<file path="config.mk">
export PLATFORM = sky130hd
export DESIGN_NAME = websocket_frame_deframer_flat
export DESIGN_NICKNAME = d
export VERILOG_FILES = /design/src/hdl/wsd_pkg.sv /design/src/hdl/wsd_chan_if.sv /design/src/hdl/websocket_frame_deframer.sv /design/src/flat_wrapper.sv
export SDC_FILE = /design/constraint.sdc
export NUM_CORES = 1
export LEC_CHECK = 0
export BUFFER_PORTS_ARGS = -buffer_cell sky130_fd_sc_hd__buf_4
export CAP_MARGIN = 15
export CORE_MARGIN = 5
export CORE_UTILIZATION = 43
export DETAILED_ROUTE_END_ITERATION = 8
export HOLD_SLACK_MARGIN = 0.15
export PLACE_DENSITY_LB_ADDON = 0.05
export SETUP_SLACK_MARGIN = 0.15
export SLEW_MARGIN = 30
export SYNTH_ARGS = -nofsm -noshare
export SYNTH_HDL_FRONTEND = slang
export SYNTH_SLANG_ARGS = --single-unit
</file>
<file path="constraint.sdc">
create_clock -name clock -period 4.39 [get_ports clock]
set_input_delay 0.6585 -clock clock [delete_from_list [all_inputs] [get_ports clock]]
set_output_delay 0.6585 -clock clock [all_outputs]
set_load 0.01 [all_outputs]
</file>
<file path="src/hdl/wsd_pkg.sv">
// Shared types, codes and result builders for the WebSocket frame deframer.
package wsd_pkg;

   typedef enum logic [2:0] {
      PH_FIRST   = 3'd0,
      PH_SECOND  = 3'd1,
      PH_EXT16   = 3'd2,
      PH_EXT64   = 3'd3,
      PH_KEY     = 3'd4,
      PH_PAYLOAD = 3'd5,
      PH_SKIP    = 3'd6
   } phase_type;

   localparam logic [1:0] KIND_HEADER  = 2'd0;
   localparam logic [1:0] KIND_PAYLOAD = 2'd1;
   localparam logic [1:0] KIND_ERROR   = 2'd2;

   localparam logic [2:0] ERR_SHORT_HEADER = 3'd1;
   localparam logic [2:0] ERR_SHORT_EXTLEN = 3'd2;
   localparam logic [2:0] ERR_SHORT_KEY    = 3'd3;
   localparam logic [2:0] ERR_SHORT_PAY    = 3'd4;

   localparam logic [6:0] LEN7_EXT16 = 7'd126;
   localparam logic [6:0] LEN7_EXT64 = 7'd127;

   typedef struct packed {
      logic [1:0]  kind;
      logic        fin_bit;
      logic [2:0]  reserved_bits;
      logic [3:0]  opcode;
      logic        masked;
      logic [63:0] frame_length;
      logic [31:0] mask_key;
      logic [7:0]  payload_byte;
      logic        last_payload;
      logic [2:0]  error_code;
   } result_type;

   // flags: bits 8..1 hold byte one, bit 0 the mask bit
   function automatic result_type make_header(input logic [8:0] flags,
                                              input logic [63:0] len,
                                              input logic [31:0] key);
      result_type r;
      r               = '0;
      r.kind          = KIND_HEADER;
      r.fin_bit       = flags[8];
      r.reserved_bits = flags[7:5];
      r.opcode        = flags[4:1];
      r.masked        = flags[0];
      r.frame_length  = len;
      r.mask_key      = key;
      return r;
   endfunction

   function automatic result_type make_payload(input logic [7:0] data, input logic last);
      result_type r;
      r              = '0;
      r.kind         = KIND_PAYLOAD;
      r.payload_byte = data;
      r.last_payload = last;
      return r;
   endfunction

   function automatic result_type make_error(input logic [2:0] code);
      result_type r;
      r            = '0;
      r.kind       = KIND_ERROR;
      r.error_code = code;
      return r;
   endfunction

endpackage

</file>
<file path="src/hdl/wsd_chan_if.sv">
// Valid/ready channel interfaces for the deframer's byte input and result output.
interface wsd_req_if;
   logic       valid;
   logic       ready;
   logic [7:0] data_byte;
   logic       buffer_end;

   modport source (output valid, output data_byte, output buffer_end, input ready);
   modport sink (input valid, input data_byte, input buffer_end, output ready);
endinterface

interface wsd_rsp_if;
   logic        valid;
   logic        ready;
   logic [1:0]  kind;
   logic        fin_bit;
   logic [2:0]  reserved_bits;
   logic [3:0]  opcode;
   logic        masked;
   logic [63:0] frame_length;
   logic [31:0] mask_key;
   logic [7:0]  payload_byte;
   logic        last_payload;
   logic [2:0]  error_code;

   modport source (output valid, output kind, output fin_bit, output reserved_bits,
                   output opcode, output masked, output frame_length,
                   output mask_key, output payload_byte, output last_payload,
                   output error_code, input ready);
   modport sink (input valid, input kind, input fin_bit, input reserved_bits,
                 input opcode, input masked, input frame_length,
                 input mask_key, input payload_byte, input last_payload,
                 input error_code, output ready);
endinterface

</file>
<file path="src/hdl/websocket_frame_deframer.sv">
// WebSocket frame deframer: parses one frame per received buffer, streams unmasked payload.
// The input stage registers each accepted byte, which is parsed from there; when the result
//   queue has room its results are written into the queue, whose head drives rsp.
// Throughput: one byte per cycle while the result queue holds no more than two entries;
//   the parse stage feeds a four-entry result queue that takes up to two results per byte.
// Reset (synchronous, active high) empties the input stage and queue, returns to frame start.
module websocket_frame_deframer (
   input logic        clock,
   input logic        reset,
   wsd_req_if.sink    req_chan,
   wsd_rsp_if.source  rsp_chan
);

   localparam int QDEPTH = 4;

   // input stage
   logic       in_valid_ff, in_valid_in;
   logic [7:0] in_byte_ff;
   logic       in_end_ff;
   logic       proc;

   // parser state
   wsd_pkg::phase_type phase_ff, phase_in;
   logic [2:0]  fbc_ff, fbc_in;
   logic [8:0]  hflags_ff, hflags_in;
   logic [63:0] len_ff, len_in;
   logic [31:0] key_ff, key_in;
   logic [63:0] rem_ff, rem_in;
   logic [1:0]  kp_ff, kp_in;

   // result queue
   wsd_pkg::result_type res_q_ff [QDEPTH];
   logic [1:0] wr_ptr_ff, wr_ptr_in;
   logic [1:0] rd_ptr_ff, rd_ptr_in;
   logic [2:0] count_ff, count_in;
   logic       pop;

   wsd_pkg::result_type res0, res1, head;
   logic [1:0] n_res;
   logic       fin_hdr;

   logic [6:0] len7;
   logic       is_ext;
   logic [2:0] fbc_inc;
   logic       ext_done;
   logic       key_done;
   logic       last_pay;
   logic [7:0] key_byte;

   assign proc             = in_valid_ff && (count_ff <= 3'(QDEPTH - 2));
   assign req_chan.ready   = !in_valid_ff || proc;
   assign in_valid_in      = (req_chan.valid && req_chan.ready) || (in_valid_ff && !proc);

   assign len7     = in_byte_ff[6:0];
   assign is_ext   = (len7 == wsd_pkg::LEN7_EXT16) || (len7 == wsd_pkg::LEN7_EXT64);
   assign fbc_inc  = fbc_ff + 3'd1;
   // eight length bytes wrap the count back to zero
   assign ext_done = ((phase_ff == wsd_pkg::PH_EXT16) && (fbc_inc == 3'd2)) ||
                     ((phase_ff == wsd_pkg::PH_EXT64) && (fbc_inc == 3'd0));
   assign key_done = (fbc_inc == 3'd4);
   assign last_pay = (rem_ff == 64'd1);
   assign key_byte = key_ff[{~kp_ff, 3'b000} +: 8];

   // datapath next values and results
   always_comb begin
      hflags_in = hflags_ff;
      len_in    = len_ff;
      key_in    = key_ff;
      fbc_in    = fbc_ff;
      rem_in    = rem_ff;
      kp_in     = kp_ff;
      res0      = '0;
      res1      = '0;
      n_res     = 2'd0;
      fin_hdr   = 1'b0;
      case (phase_ff)
         wsd_pkg::PH_FIRST: begin
            hflags_in = {in_byte_ff, 1'b0};
            len_in    = '0;
            key_in    = '0;
            fbc_in    = '0;
            if (in_end_ff) begin
               res0  = wsd_pkg::make_error(wsd_pkg::ERR_SHORT_HEADER);
               n_res = 2'd1;
            end
         end
         wsd_pkg::PH_SECOND: begin
            hflags_in = {hflags_ff[8:1], in_byte_ff[7]};
            fbc_in    = '0;
            if (is_ext) begin
               len_in = '0;
               if (in_end_ff) begin
                  res0  = wsd_pkg::make_error(wsd_pkg::ERR_SHORT_EXTLEN);
                  n_res = 2'd1;
               end
            end else begin
               len_in = {57'd0, len7};
               if (in_byte_ff[7]) begin
                  if (in_end_ff) begin
                     res0  = wsd_pkg::make_error(wsd_pkg::ERR_SHORT_KEY);
                     n_res = 2'd1;
                  end
               end else begin
                  fin_hdr = 1'b1;
               end
            end
         end
         wsd_pkg::PH_EXT16, wsd_pkg::PH_EXT64: begin
            len_in = {len_ff[55:0], in_byte_ff};
            fbc_in = fbc_inc;
            if (ext_done) begin
               fbc_in = '0;
               if (hflags_ff[0]) begin
                  if (in_end_ff) begin
                     res0  = wsd_pkg::make_error(wsd_pkg::ERR_SHORT_KEY);
                     n_res = 2'd1;
                  end
               end else begin
                  fin_hdr = 1'b1;
               end
            end else if (in_end_ff) begin
               res0  = wsd_pkg::make_error(wsd_pkg::ERR_SHORT_EXTLEN);
               n_res = 2'd1;
            end
         end
         wsd_pkg::PH_KEY: begin
            key_in = {key_ff[23:0], in_byte_ff};
            fbc_in = fbc_inc;
            if (key_done) begin
               fbc_in  = '0;
               fin_hdr = 1'b1;
            end else if (in_end_ff) begin
               res0  = wsd_pkg::make_error(wsd_pkg::ERR_SHORT_KEY);
               n_res = 2'd1;
            end
         end
         wsd_pkg::PH_PAYLOAD: begin
            res0   = wsd_pkg::make_payload(in_byte_ff ^ key_byte, last_pay);
            n_res  = 2'd1;
            kp_in  = kp_ff + 2'd1;
            rem_in = rem_ff - 64'd1;
            if (!last_pay && in_end_ff) begin
               res1  = wsd_pkg::make_error(wsd_pkg::ERR_SHORT_PAY);
               n_res = 2'd2;
            end
         end
         default: begin
         end
      endcase
      if (fin_hdr) begin
         res0   = wsd_pkg::make_header(hflags_in, len_in, key_in);
         rem_in = len_in;
         kp_in  = '0;
         n_res  = 2'd1;
         if ((len_in != 64'd0) && in_end_ff) begin
            res1  = wsd_pkg::make_error(wsd_pkg::ERR_SHORT_PAY);
            n_res = 2'd2;
         end
      end
   end

   // next phase
   always_comb begin
      phase_in = phase_ff;
      case (phase_ff)
         wsd_pkg::PH_FIRST: begin
            phase_in = in_end_ff ? wsd_pkg::PH_FIRST : wsd_pkg::PH_SECOND;
         end
         wsd_pkg::PH_SECOND: begin
            if (is_ext) begin
               if (in_end_ff) begin
                  phase_in = wsd_pkg::PH_FIRST;
               end else begin
                  phase_in = (len7 == wsd_pkg::LEN7_EXT16) ? wsd_pkg::PH_EXT16
                                                           : wsd_pkg::PH_EXT64;
               end
            end else if (in_byte_ff[7]) begin
               phase_in = in_end_ff ? wsd_pkg::PH_FIRST : wsd_pkg::PH_KEY;
            end
         end
         wsd_pkg::PH_EXT16, wsd_pkg::PH_EXT64: begin
            if (ext_done) begin
               if (hflags_ff[0]) begin
                  phase_in = in_end_ff ? wsd_pkg::PH_FIRST : wsd_pkg::PH_KEY;
               end
            end else if (in_end_ff) begin
               phase_in = wsd_pkg::PH_FIRST;
            end
         end
         wsd_pkg::PH_KEY: begin
            if (!key_done && in_end_ff) begin
               phase_in = wsd_pkg::PH_FIRST;
            end
         end
         wsd_pkg::PH_PAYLOAD: begin
            if (in_end_ff) begin
               phase_in = wsd_pkg::PH_FIRST;
            end else if (last_pay) begin
               phase_in = wsd_pkg::PH_SKIP;
            end
         end
         default: begin
            if (in_end_ff) begin
               phase_in = wsd_pkg::PH_FIRST;
            end
         end
      endcase
      if (fin_hdr) begin
         if (in_end_ff) begin
            phase_in = wsd_pkg::PH_FIRST;
         end else if (len_in == 64'd0) begin
            phase_in = wsd_pkg::PH_SKIP;
         end else begin
            phase_in = wsd_pkg::PH_PAYLOAD;
         end
      end
   end

   // result queue control
   assign pop       = (count_ff != 3'd0) && rsp_chan.ready;
   assign count_in  = count_ff + (proc ? {1'b0, n_res} : 3'd0) - {2'd0, pop};
   assign wr_ptr_in = proc ? 2'(wr_ptr_ff + n_res) : wr_ptr_ff;
   assign rd_ptr_in = pop ? 2'(rd_ptr_ff + 2'd1) : rd_ptr_ff;

   always_ff @(posedge clock) begin
      if (reset) begin
         in_valid_ff <= 1'b0;
         phase_ff    <= wsd_pkg::PH_FIRST;
         fbc_ff      <= '0;
         hflags_ff   <= '0;
         len_ff      <= '0;
         key_ff      <= '0;
         rem_ff      <= '0;
         kp_ff       <= '0;
         wr_ptr_ff   <= '0;
         rd_ptr_ff   <= '0;
         count_ff    <= '0;
      end else begin
         in_valid_ff <= in_valid_in;
         if (proc) begin
            phase_ff  <= phase_in;
            fbc_ff    <= fbc_in;
            hflags_ff <= hflags_in;
            len_ff    <= len_in;
            key_ff    <= key_in;
            rem_ff    <= rem_in;
            kp_ff     <= kp_in;
         end
         wr_ptr_ff <= wr_ptr_in;
         rd_ptr_ff <= rd_ptr_in;
         count_ff  <= count_in;
      end
   end

   always_ff @(posedge clock) begin
      if (req_chan.valid && req_chan.ready) begin
         in_byte_ff <= req_chan.data_byte;
         in_end_ff  <= req_chan.buffer_end;
      end
      if (proc && (n_res != 2'd0)) begin
         res_q_ff[wr_ptr_ff] <= res0;
      end
      if (proc && (n_res == 2'd2)) begin
         res_q_ff[2'(wr_ptr_ff + 2'd1)] <= res1;
      end
   end

   assign head                   = res_q_ff[rd_ptr_ff];
   assign rsp_chan.valid         = (count_ff != 3'd0);
   assign rsp_chan.kind          = head.kind;
   assign rsp_chan.fin_bit       = head.fin_bit;
   assign rsp_chan.reserved_bits = head.reserved_bits;
   assign rsp_chan.opcode        = head.opcode;
   assign rsp_chan.masked        = head.masked;
   assign rsp_chan.frame_length  = head.frame_length;
   assign rsp_chan.mask_key      = head.mask_key;
   assign rsp_chan.payload_byte  = head.payload_byte;
   assign rsp_chan.last_payload  = head.last_payload;
   assign rsp_chan.error_code    = head.error_code;

`ifndef SYNTHESIS
   a_queue_bound: assert property (@(posedge clock) disable iff (reset)
      count_ff <= 3'(QDEPTH))
      else $error("result queue overflow");

   a_second_is_error: assert property (@(posedge clock) disable iff (reset)
      (proc && (n_res == 2'd2)) |-> (res1.kind == wsd_pkg::KIND_ERROR))
      else $error("second result of a byte is not an error");

   a_first_step: assert property (@(posedge clock) disable iff (reset)
      (proc && (phase_ff == wsd_pkg::PH_FIRST)) |=>
         ((phase_ff == wsd_pkg::PH_FIRST) || (phase_ff == wsd_pkg::PH_SECOND)))
      else $error("bad phase after first header byte");
`endif

endmodule
</file>
<file path="src/flat_wrapper.sv">
// flat-port wrapper written by rule: the top's interface ports become plain ports
module websocket_frame_deframer_flat 
  (clock, reset, req_chan_valid, req_chan_data_byte, req_chan_buffer_end, req_chan_ready, rsp_chan_valid, rsp_chan_kind, rsp_chan_fin_bit, rsp_chan_reserved_bits, rsp_chan_opcode, rsp_chan_masked, rsp_chan_frame_length, rsp_chan_mask_key, rsp_chan_payload_byte, rsp_chan_last_payload, rsp_chan_error_code, rsp_chan_ready);
  wsd_req_if req_chan_i ();
  wsd_rsp_if rsp_chan_i ();
  input logic clock;
  input logic reset;
  input wire logic [$bits(req_chan_i.valid)-1:0] req_chan_valid;
  input wire logic [$bits(req_chan_i.data_byte)-1:0] req_chan_data_byte;
  input wire logic [$bits(req_chan_i.buffer_end)-1:0] req_chan_buffer_end;
  output wire logic [$bits(req_chan_i.ready)-1:0] req_chan_ready;
  output wire logic [$bits(rsp_chan_i.valid)-1:0] rsp_chan_valid;
  output wire logic [$bits(rsp_chan_i.kind)-1:0] rsp_chan_kind;
  output wire logic [$bits(rsp_chan_i.fin_bit)-1:0] rsp_chan_fin_bit;
  output wire logic [$bits(rsp_chan_i.reserved_bits)-1:0] rsp_chan_reserved_bits;
  output wire logic [$bits(rsp_chan_i.opcode)-1:0] rsp_chan_opcode;
  output wire logic [$bits(rsp_chan_i.masked)-1:0] rsp_chan_masked;
  output wire logic [$bits(rsp_chan_i.frame_length)-1:0] rsp_chan_frame_length;
  output wire logic [$bits(rsp_chan_i.mask_key)-1:0] rsp_chan_mask_key;
  output wire logic [$bits(rsp_chan_i.payload_byte)-1:0] rsp_chan_payload_byte;
  output wire logic [$bits(rsp_chan_i.last_payload)-1:0] rsp_chan_last_payload;
  output wire logic [$bits(rsp_chan_i.error_code)-1:0] rsp_chan_error_code;
  input wire logic [$bits(rsp_chan_i.ready)-1:0] rsp_chan_ready;
  assign req_chan_i.valid = req_chan_valid;
  assign req_chan_i.data_byte = req_chan_data_byte;
  assign req_chan_i.buffer_end = req_chan_buffer_end;
  assign req_chan_ready = req_chan_i.ready;
  assign rsp_chan_valid = rsp_chan_i.valid;
  assign rsp_chan_kind = rsp_chan_i.kind;
  assign rsp_chan_fin_bit = rsp_chan_i.fin_bit;
  assign rsp_chan_reserved_bits = rsp_chan_i.reserved_bits;
  assign rsp_chan_opcode = rsp_chan_i.opcode;
  assign rsp_chan_masked = rsp_chan_i.masked;
  assign rsp_chan_frame_length = rsp_chan_i.frame_length;
  assign rsp_chan_mask_key = rsp_chan_i.mask_key;
  assign rsp_chan_payload_byte = rsp_chan_i.payload_byte;
  assign rsp_chan_last_payload = rsp_chan_i.last_payload;
  assign rsp_chan_error_code = rsp_chan_i.error_code;
  assign rsp_chan_i.ready = rsp_chan_ready;
  websocket_frame_deframer u_core (.clock(clock), .reset(reset), .req_chan(req_chan_i), .rsp_chan(rsp_chan_i));
endmodule
</file>
==> out/summary.txt <==
STATUS
-------------------------------------------------------------------------------------
Run status ............................................................. finished clean

WORST SETUP PATH
-------------------------------------------------------------------------------------
Critical-path top delay cell ...........................................        buf_4
Type of the setup path with the least slack ............................ register to register
Launching element of the worst setup path .............................. u_core.in_byte_ff[3]$_DFFE_PP_
Crit-path most repeated cell ...........................................        buf_4
CP Capture Type ........................................................     register
Worst R2R Start ........................................................ u_core.in_byte_ff[3]$_DFFE_PP_
Required time of the worst setup path ..................................      4.86 ns
Buffers and inverters on the worst path ................................            2
CP Depth ...............................................................            9
Crit-path max cell delay ...............................................      0.72 ns
Depth of the worst register-to-register path ...........................            9
Crit path launch type ..................................................     register
Reg-to-reg setup timing slack ..........................................      0.74 ns
Cell family with most CP delay ......................................... compound AO/OA/AOI/OAI gates
Arrival time of data at the critical path endpoint .....................      4.11 ns
Worst Path Max Fanout ..................................................           83
Cells along the critical path .......................................... and4_1 > a311oi_1 > a221o_2 > buf_4 > nand2b_1 > o22a_4 > buf_4 > nand3_1 > o21ai_0

PLACED DESIGN
-------------------------------------------------------------------------------------
Placer's final routability congestion estimate .........................        0.868
Number of buffers inserted by port buffering ...........................          133
Estimated wirelength of the detail-placed design .......................     61900 um

TIMING
-------------------------------------------------------------------------------------
Final critical-path share of the clock period ..........................        83.1%
Final total negative setup slack .......................................         0 ns
RSZ-0062 raised after global routing ...................................        false
Worst hold slack across all endpoints ..................................     0.257 ns
Number of max-slew violations in the final report ......................            0
Slew at the pin closest to its max-slew limit ..........................      1.19 ns
Clock Skews ............................................................    0.0180 ns
Maximum clock frequency ................................................    0.274 GHz
Shortest clock period the worst path allows after layout ...............      3.65 ns
Setup violation total in the final timing report .......................            0
Count of endpoints failing hold in the final timing report .............            0
Worst slew margin relative to its limit ................................        20.9%

POWER
-------------------------------------------------------------------------------------
Cell area power density ................................................   418 nW/um2
Leakage dissipation ....................................................      12.3 nW
Maximum VDD drop .......................................................     0.270 mV

FLOORPLANNING
-------------------------------------------------------------------------------------
Number of I/O pins .....................................................          134
Overall die width ......................................................       277 um
DIE AREA ...............................................................    76600 um2
Core region area .......................................................    70300 um2
Cell row count .........................................................           97
Height of the die ......................................................       277 um
Initial core utilization ...............................................        43.6%

HOLD PATH
-------------------------------------------------------------------------------------
Cell depth of the worst hold path ......................................            1
Tightest Hold Check Type ............................................... input pin to register
Origin of the worst min-delay path ..................................... req_chan_buffer_end

CTS
-------------------------------------------------------------------------------------
Number of buffers added to fix hold violations after cts ...............            0
Clock tree from TritonCTS ..............................................          yes
CTS Root Cell ..........................................................    clkbuf_16
Inserted Clock Buffers .................................................           74
# H-tree levels ........................................................            3
CTS Buffer Depth .......................................................            3
Number of resized instances in the post-cts repair step ................            0
Clk Latency, worst-skew pair ...........................................      0.61 ns
Post-CTS setup buffer count ............................................            0
Clock tree sinks .......................................................          672
Clock-pin transition on the worst setup and hold timing paths ..........      0.06 ns

DRT
-------------------------------------------------------------------------------------
Vias per cell ..........................................................         5.81
Top metal layer carrying routed signals ................................         met4
Vias ...................................................................        27300
Detailed-router iteration count before antenna repair ..................            8
Met1 Routed Length .....................................................     43100 um
Detailed Route WL ......................................................    101000 um
Count of unresolved DRC violations after routing .......................            0
1st-iter DRT viols .....................................................         2364
Number of nets still failing antenna checks after routing ..............            0
Met2 WL post-DR ........................................................     50400 um
WL met3 ................................................................      5190 um
Detailed-route wire length per cell ....................................      21.5 um

FINAL LAYOUT
-------------------------------------------------------------------------------------
N_diodes ...............................................................            0
Area growth from synthesis to layout ...................................        13.2%
Fraction of final layout cells sized beyond drive strength 1 ...........        14.9%
Most frequent cells in the layout ...................................... 999 x nand2_1, 652 x dfxtp_1, 476 x a21oi_1, 357 x nor2_1, 177 x nand3_1
Number of nets in the layout ...........................................         3730
Most frequent standard cell in the layout excluding fill and tap cells .      nand2_1

LOGIC SYNTHESIS
-------------------------------------------------------------------------------------
Synth area leaders ..................................................... dfxtp_1 43%, nand2_1 12%, mux4_2 9.3%
Number of warning messages in the yosys log ............................            0
Nets in the synthesized netlist ........................................         3775
Number of enable-type register cells in the synthesized netlist ........           17
Async S/R FF share, synth ..............................................           0%
Post-Syn Area per Cell .................................................     8.16 um2
Number of standard cells after synthesis ...............................         3752
Top FF cell, synth .....................................................      dfxtp_1
Synthesized area .......................................................    30600 um2
Count of distinct cell types in the synthesized netlist ................           82
Top cell type by total area after synthesis ............................      dfxtp_1
Proportion of netlist area held by the largest area contributor ........        42.8%
Register bit count reported by yosys ...................................          672
Sequential-to-total area share from yosys stat .........................        44.5%

GRT
-------------------------------------------------------------------------------------
Total congestion overflow after global routing .........................            0
Gr usage total .........................................................        25.4%
Initial antenna violation count ........................................            0
Global-route wire length before repair .................................    158000 um
Largest net degree at the start of global routing ......................          120
Number of global-route vias before repair ..............................        27000

RUN
-------------------------------------------------------------------------------------
# Max-Cap Violations ...................................................            0

## logic make-up after synthesis
| logic type | Yosys count | synth area share [%] |
|---|---|---|
| XOR/XNOR | 22 | 0.654 |
| flip-flops | 672 | 44.5 |
| multiplexers | 136 | 9.65 |
| AO/OA/AOI/OAI | 852 | 16.5 |
| adder cells (fa/ha/maj) | 10 | 0.433 |
| AND/OR/NAND/NOR | 1722 | 23.4 |
| buffers and inverters | 338 | 4.89 |
## stage by stage
stage | setup WS (ns) | cell area (um2) | cells | util (%) | power, mW
final | 0.743 | 34700 | 4704 | 49.3 | 14.5
after global routing | 0.485 | 34700 | 4704 | 49.3 | 15.0
after CTS | 0.736 | 34700 | 4704 | 49.3 | 14.6
after detailed placement | 0.763 | 32200 | 4571 | 45.9 | 8.37
after global placement | 0.758 | 32200 | 4571 | 45.9 | 8.35
after floorplan | 0.981 | 30600 | 3752 | - | 7.76
## area by class of cell
cell class	count	area (um2)
Multi-Input combinational cell	2742	15600
Fill cell	6707	35600
Sequential cell	672	13600
Tap cell	940	1180
Timing Repair Buffer	195	1750
Inverter	22	87.6
Clock inverter	25	254
Clock buffer	108	2170
## worst register-to-register path, delay by kind of cell (launching register included)
family	cells	cell delay (ns)
buf+inv	2	1.06
flops	1	0.53
compound gates	4	1.23
simple gates	3	0.68
## state kept, by name (all words and copies together) (netlist names), named ones only
| register | flops |
|---|---|
| u_core.res_q_ff | 476 |
| u_core.len_ff | 64 |
| u_core.rem_ff | 64 |
| u_core.key_ff | 32 |
| u_core.hflags_ff | 9 |
| u_core.in_byte_ff | 8 |
| u_core.count_ff | 3 |
| u_core.fbc_ff | 3 |
| u_core.phase_ff | 3 |
| u_core.kp_ff | 2 |
| u_core.rd_ptr_ff | 2 |
| u_core.wr_ptr_ff | 2 |
| u_core.in_end_ff | 1 |
| u_core.in_valid_ff | 1 |
## report_power, final
group,total [mW],internal (mW),switching [mW]
Combinational,1.83,0.674,1.15
Sequential,6.40,6.22,0.176
Clock,6.27,3.72,2.54
Total,14.5,10.6,3.87
## synthesized netlist by cell type, drive strengths merged, types with 11 or more instances
library cell,n
or3,12
xnor2,13
mux4,127
nand3,178
nor3,63
nand2,1000
a31oi,11
nor2,360
a22oi,90
inv,22
nand4,17
buf,90
o21ai,123
a21oi,562
edfxtp,17
dfxtp,655
nor4,35
clkbuf,226
## path summary, 6_finish.rpt
| kind | to |
|---|---|
| max | u_core.res_q_ff[2][37]$_SDFFE_PP0P_ |
| min | u_core.in_end_ff$_DFFE_PP_ |
| max reg2reg | u_core.res_q_ff[2][37]$_SDFFE_PP0P_ |
| min reg2reg | u_core.res_q_ff[3][62]$_SDFFE_PP0P_ |
## layer usage
metal,track usage [%],vias up
met4,7.38,0
li1,-,12800
met2,44.3,848
met5,0,-
met1,33.0,13500
met3,3.48,159
Power figures use the tool's default switching activity.
